### config.mk
export PLATFORM = sky130hd
export DESIGN_NAME = bsc_back
export DESIGN_NICKNAME = d
export VERILOG_FILES = /design/src/sv/bsc_pkg.sv /design/src/sv/bsc_back.sv
export SDC_FILE = /design/constraint.sdc
export NUM_CORES = 2
export LEC_CHECK = 0
export BUFFER_PORTS_ARGS = -buffer_cell sky130_fd_sc_hd__buf_2
export CAP_MARGIN = 20
export CELL_PAD_IN_SITES_DETAIL_PLACEMENT = 1
export CELL_PAD_IN_SITES_GLOBAL_PLACEMENT = 1
export CORE_ASPECT_RATIO = 1.4
export CORE_MARGIN = 1.5
export CORE_UTILIZATION = 50
export DETAILED_ROUTE_END_ITERATION = 6
export MAX_ROUTING_LAYER = met4
export PLACE_DENSITY = 0.81
export SYNTH_ARGS = -nofsm -noshare
export SYNTH_HDL_FRONTEND = slang
export SYNTH_SLANG_ARGS = --single-unit
### constraint.sdc
create_clock -name clock -period 19.72 [get_ports clock]
set_clock_uncertainty 0.05 [all_clocks]
set_input_delay 0.986 -clock clock [delete_from_list [all_inputs] [get_ports clock]]
set_output_delay 0.986 -clock clock [all_outputs]
set_load 0.01 [all_outputs]
### src/sv/bsc_pkg.sv
// Package with payload types, calibration constants and register indexes for the compensation unit.
`timescale 1ns / 1ps

package bsc_pkg;

   typedef struct packed {
      logic [19:0] raw_temperature;
      logic [19:0] raw_pressure;
   } req_type;

   typedef struct packed {
      logic signed [16:0] temperature_centi;
      logic signed [31:0] fine_temperature;
      logic [31:0]        pressure_pa;
      logic               pressure_valid;
   } rsp_type;

   typedef struct packed {
      logic [47:0] temp_cal;
      logic [63:0] pres_lo;
      logic [63:0] pres_hi;
      logic [15:0] pres_last;
   } cal_type;

   localparam logic [1:0] REG_TEMP_CAL  = 2'd0;
   localparam logic [1:0] REG_PRES_LO   = 2'd1;
   localparam logic [1:0] REG_PRES_HI   = 2'd2;
   localparam logic [1:0] REG_PRES_LAST = 2'd3;

   localparam logic [31:0] PRES_OFFSET = 32'd64000;
   localparam logic [31:0] PRES_SCALE  = 32'd3125;
   localparam logic [31:0] PRES_BASE   = 32'd1048576;
   localparam int          DIV_STEPS   = 32;

   // Arithmetic shift right of a 32-bit word.
   function automatic logic [31:0] asr(input logic [31:0] v, input int s);
      return 32'($signed(v) >>> s);
   endfunction

   // Sign extension of a 16-bit calibration word.
   function automatic logic [31:0] sx16(input logic [15:0] v);
      return {{16{v[15]}}, v};
   endfunction

endpackage

### src/sv/bsc_back.sv
// Back pipeline: second-order pressure correction after the division.
`timescale 1ns / 1ps

module bsc_back
   import bsc_pkg::*;
(
   input  logic        clock,
   input  logic        reset,
   input  cal_type     cal,
   input  logic        in_valid,
   input  logic [31:0] in_quotient,
   input  logic        in_high,
   input  logic        in_zero,
   input  logic [31:0] in_tf,
   input  logic [16:0] in_tc,
   output logic        out_valid,
   output rsp_type     out_rsp
);

   logic [31:0] p7, p8, p9;
   assign p7 = sx16(cal.pres_hi[47:32]);
   assign p8 = sx16(cal.pres_hi[63:48]);
   assign p9 = sx16(cal.pres_last);

   // Stage 1: quotient scaling and square term.
   logic        v1_ff, z1_ff;
   logic [31:0] p1_ff, sq1_ff, tf1_ff;
   logic [16:0] tc1_ff;
   logic [31:0] p_in;
   assign p_in = in_high ? (in_quotient << 1) : in_quotient;
   always_ff @(posedge clock) begin
      if (reset) v1_ff <= 1'b0;
      else v1_ff <= in_valid;
      z1_ff  <= in_zero;
      p1_ff  <= p_in;
      sq1_ff <= 32'({3'd0, p_in[31:3]} * {3'd0, p_in[31:3]});
      tf1_ff <= in_tf;
      tc1_ff <= in_tc;
   end

   // Stage 2: correction products.
   logic        v2_ff, z2_ff;
   logic [31:0] p2_ff, a2_ff, b2_ff, tf2_ff;
   logic [16:0] tc2_ff;
   always_ff @(posedge clock) begin
      if (reset) v2_ff <= 1'b0;
      else v2_ff <= v1_ff;
      z2_ff  <= z1_ff;
      p2_ff  <= p1_ff;
      a2_ff  <= 32'(p9 * {13'd0, sq1_ff[31:13]});
      b2_ff  <= 32'({2'd0, p1_ff[31:2]} * p8);
      tf2_ff <= tf1_ff;
      tc2_ff <= tc1_ff;
   end

   // Stage 3: final sum and result register.
   rsp_type     rsp_ff;
   logic        v3_ff;
   logic [31:0] corr_in;
   assign corr_in = asr(asr(a2_ff, 12) + asr(b2_ff, 13) + p7, 4);
   always_ff @(posedge clock) begin
      if (reset) v3_ff <= 1'b0;
      else v3_ff <= v2_ff;
      rsp_ff.temperature_centi <= tc2_ff;
      rsp_ff.fine_temperature  <= tf2_ff;
      rsp_ff.pressure_pa       <= z2_ff ? 32'd0 : (p2_ff + corr_in);
      rsp_ff.pressure_valid    <= ~z2_ff;
   end

   assign out_valid = v3_ff;
   assign out_rsp   = rsp_ff;

endmodule

* After elaboration in Yosys (flattened, before gate mapping)
Index checks and enable logic that the tools add are counted.
** Cells by class
- Add/subtract/negate cells :: 3
- $mul :: 3
- Multiplexer cells :: 1
- Bitwise operators :: 1
** Operators with widths (number)
- $add A32 B32 Y32 :: 1
- $mul A16 B20 Y32 :: 1
- $mul A29 B29 Y32 :: 1
- $mul A31 B16 Y32 :: 1
- $mux W32 :: 1
- $add A21 B16 Y22 :: 1
- $add A20 B19 Y21 :: 1
- $not A1 Y1 :: 1
** Word-level totals
- Bits in registers :: 345
- Input bits :: 278

* Logic depth before layout (Yosys ltp)
- Depth after elaboration :: 3
- Depth in mapped cells :: 33

* Least setup slack after synthesis
Ideal clock, no wire load.
- Path type :: input to register
- Start :: input port in_high
- End :: register sq1_ff[28]
- Data arrival time :: 8.536 ns
- Data required time :: 19.555 ns
- Path slack :: 11.019 ns
- Cell stages on the path :: 27
- Path through :: clkbuf_1 > buf_1 > mux2i_1 > clkbuf_1 > nor2_1 > fa_1 > fa_1 > fa_1 > inv_1 > fa_1 > inv_1 > fa_1 > fa_1 > fa_1 > inv_1 > fa_1 > inv_1 > ha_1 > or3_1 > a2111oi_0 > and3b_1 > a21boi_2 > a211o_1 > and2_1 > a21oi_2 > nor2b_1 > o21a_1
** On the way
- Cells in the longest elaborated chain, start to end :: 2
** Ends and longest elaborated chain
- start, declared :: line bsc_back.sv:12 : input logic in_high,
- $mux W32 :: line bsc_back.sv:30 : assign p_in = in_high ? (in_quotient << 1) : in_quotient;
- $mul A29 B29 Y32 :: line bsc_back.sv:36 : sq1_ff <= 32'({3'd0, p_in[31:3]} * {3'd0, p_in[31:3]});
- end signal, assigned :: line bsc_back.sv:36
- end, declared :: line bsc_back.sv:27 : logic [31:0] p1_ff, sq1_ff, tf1_ff;
No other way between the ends.
A chain may end at the register's enable or synchronous reset.

* Worst setup path in the final report
- Start :: input port in_high
- End :: register sq1_ff[30]
The elaborated chain is that of the path after synthesis.

==> results.toml <==
[logic_synthesis]
synthArstFlopShare_pct = 0
ys_seq_area_share_pct = 14.5
syn-instance-count = 4420
ys_types = 74
synth_edf_count = 0
syn_avg_cell_area_um2 = 9.57
synth_seq_cells = 307
synth.area.top_cells = "fa_1 44%, dfxtp_1 15%, ha_1 11%, inv_1 9.7%, nand2_1 5.1%"
yosysTopAreaCell = "fa_1"
syn-num-nets = 5980
yosys_warnings = 0
synth_area_um2 = 42300
netlist.area_leader.share_pct = 43.7
ys.flop_type = "dfxtp_1"

[drt]
drc_errors = 0
wl_mm = 122
dr.pass1.iters = 5
drt_iter0_markers = 1284
via_per_inst = 5.35
dr_total_vias = 30418
drtAntennaViolNets = 0
wl_per_cell_um = 21.5

[worst_hold_path]
hold_class = "flip-flop to flip-flop"
holdPathStages = 0
hold_start = "tc1_ff[15]"
whs_endpoint = "tc2_ff[15]"

[timing]
finalCriticalPeriod_ps = 9440
setup_viol = 0
layout_setup_ws_ps = 10280
grt_setup_unrepaired = "no"
tightest_slew_ps = 1060
max_freq_ghz = 0.106
fin_crit_sh_pct = 47.9
slew_viol_final = 0
hold_viol_final = 0
fin_tns_setup_ps = 0
maxSlewHeadroom_pct = 29.3

[final_layout]
layout-drive-gt1-share_pct = 7.55
fillers = 9531
syn2layout_area_growth_pct = 7.78
mostFrequentLayoutCells = "1097 x inv_1, 923 x fa_1, 578 x nand2_1"
final_common_cell = "inv_1"
fin_nets = 6131

[clocking]
htree_levels = 1
hold_buffers = 0
insertion_delay_ps = 610
cts.repair.resized = 0
cts_buffers = 30
clockRootBuffer = "clkbuf_16"
cts_sinks = 307
clk_pin_slew_worst_paths_ps = 70
clockBufferDepth = 3
cts_setup_buffers = 0
tritoncts = "done"

[critical_path]
critical_path_class = "primary input to flip-flop"
reg2reg_to = "b2_ff[31]"
start_kind = "primary input"
crit_fanout = 34
cp_slowest_cell = "buf_2"
crit_arrival_ps = 9900
ff2ff_setup_slack_ps = 12480
required_ps = 20180
crit_path_frequent_cell = "fa_1"
cpPeakStageDelay_ps = 790
end_kind = "flip-flop"
reg2reg_depth = 22
r2r_start = "p1_ff[4]"

[global_route]
grt_first_pass_wirelength_mm = 195
overflow = 0
grt_antenna_before_repair = 3
grt_pass1_vias = 36358
grt_max_degree = 35
grt_util_all_layers_pct = 30.2

[place]
pre_cts_slack_ps = 9740
gp_congestion = 0.895
dp_hpwl_mm = 99.1
io_buffers = 216

[floorplanning]
ioPinCount = 361
die_h_um = 347
dieArea_um2 = 86400
core_area_um2 = 84000
die_w_um = 249
initial_core_util_pct = 50.3
fp-row-count = 126

[flow_run]
maxCapViolations = 0

[status]
status = "complete, no violations"
per-layer routing:
layer	wire length, um	track usage [%]	vias to the layer above	part of all wire, %
met5	0	-	-	0
met4	7670	15.7	0	6.3
met3	5560	3.26	428	4.6
met2	66000	56.2	956	54
met1	42800	31.2	15835	35
li1	-	-	13199	-
logic make-up (layout without fill, tap and decap cells):
family          after synthesis  after routing  synth area share, %
compound gates              237            237                 3.81
xor+xnor                    140            140                 2.90
fa+ha+maj                  1282           1282                 54.3
buf+inv                    1250           1424                 11.1
flops                       307            307                 14.5
mux                          30             30                0.719
other cells                   0              3                    0
simple gates               1174           1174                 12.7
layout make-up:
cell class,count,area (um2),area share (%)
Antenna cell,3,7.51,0.0165
Clock buffer,35,811,1.78
Clock inverter,20,214,0.469
Inverter,1108,4160,9.12
Multi-Input combinational cell,2863,31500,69.0
Sequential cell,307,6150,13.5
Tap cell,1088,1360,2.99
Timing Repair Buffer,261,1420,3.11
through the flow:
stage | cells | cell area [um2] | utilization (%) | hold WS (ps)
6_report | 5685 | 45600 | 54.3 | 269
5_1_grt | 5684 | 45600 | 54.3 | 283
4_1_cts | 5682 | 45600 | 54.3 | 268
3_5_place_dp | 5627 | 44600 | 53.0 | 263
3_3_place_gp | 5627 | 44600 | 53.0 | 260
2_1_floorplan | 4420 | 42300 | - | 260
Yosys cell counts (all sizes together) (14+ instances only):
cell,n
o21a,21
nor3,25
nand2,578
a21oi,75
nand2b,43
and2,235
xor2,43
dfxtp,307
fa,923
a21o,28
a211oi,14
nor2,217
mux2i,27
xnor2,97
clkbuf,132
ha,359
nor2b,16
inv,1097
o21ai,38
sequential cells by signal (all words and copies together) (netlist names):
| name | flops |
|---|---|
| out_valid | 1 |
| tf2_ff | 32 |
| b2_ff | 19 |
| out_rsp | 82 |
| tc1_ff | 17 |
| z2_ff | 1 |
| a2_ff | 20 |
| v1_ff | 1 |
| v2_ff | 1 |
| z1_ff | 1 |
| sq1_ff | 20 |
| p1_ff | 31 |
| p2_ff | 32 |
| tf1_ff | 32 |
| tc2_ff | 17 |
critical path, delay by kind of cell:
family | cells | cell delay (ps)
compound gates | 5 | 1260
buf+inv | 9 | 2210
simple gates | 4 | 910
xor+xnor | 1 | 140
fa+ha+maj | 9 | 4120
mux | 1 | 270
worst max path at each step:
stage	from	to	slack, ps	cells after the start
after floorplan	in_high	sq1_ff[28]	11020	27
after global placement	in_high	sq1_ff[28]	9950	29
after detailed placement	in_high	sq1_ff[30]	9740	29
after CTS	in_high	sq1_ff[30]	10370	27
after global routing	in_high	sq1_ff[30]	9930	27
final	in_high	sq1_ff[30]	10280	29
Power is not shown: default switching activity piles up to over one toggle a cycle in this logic, so the estimate is an artifact.
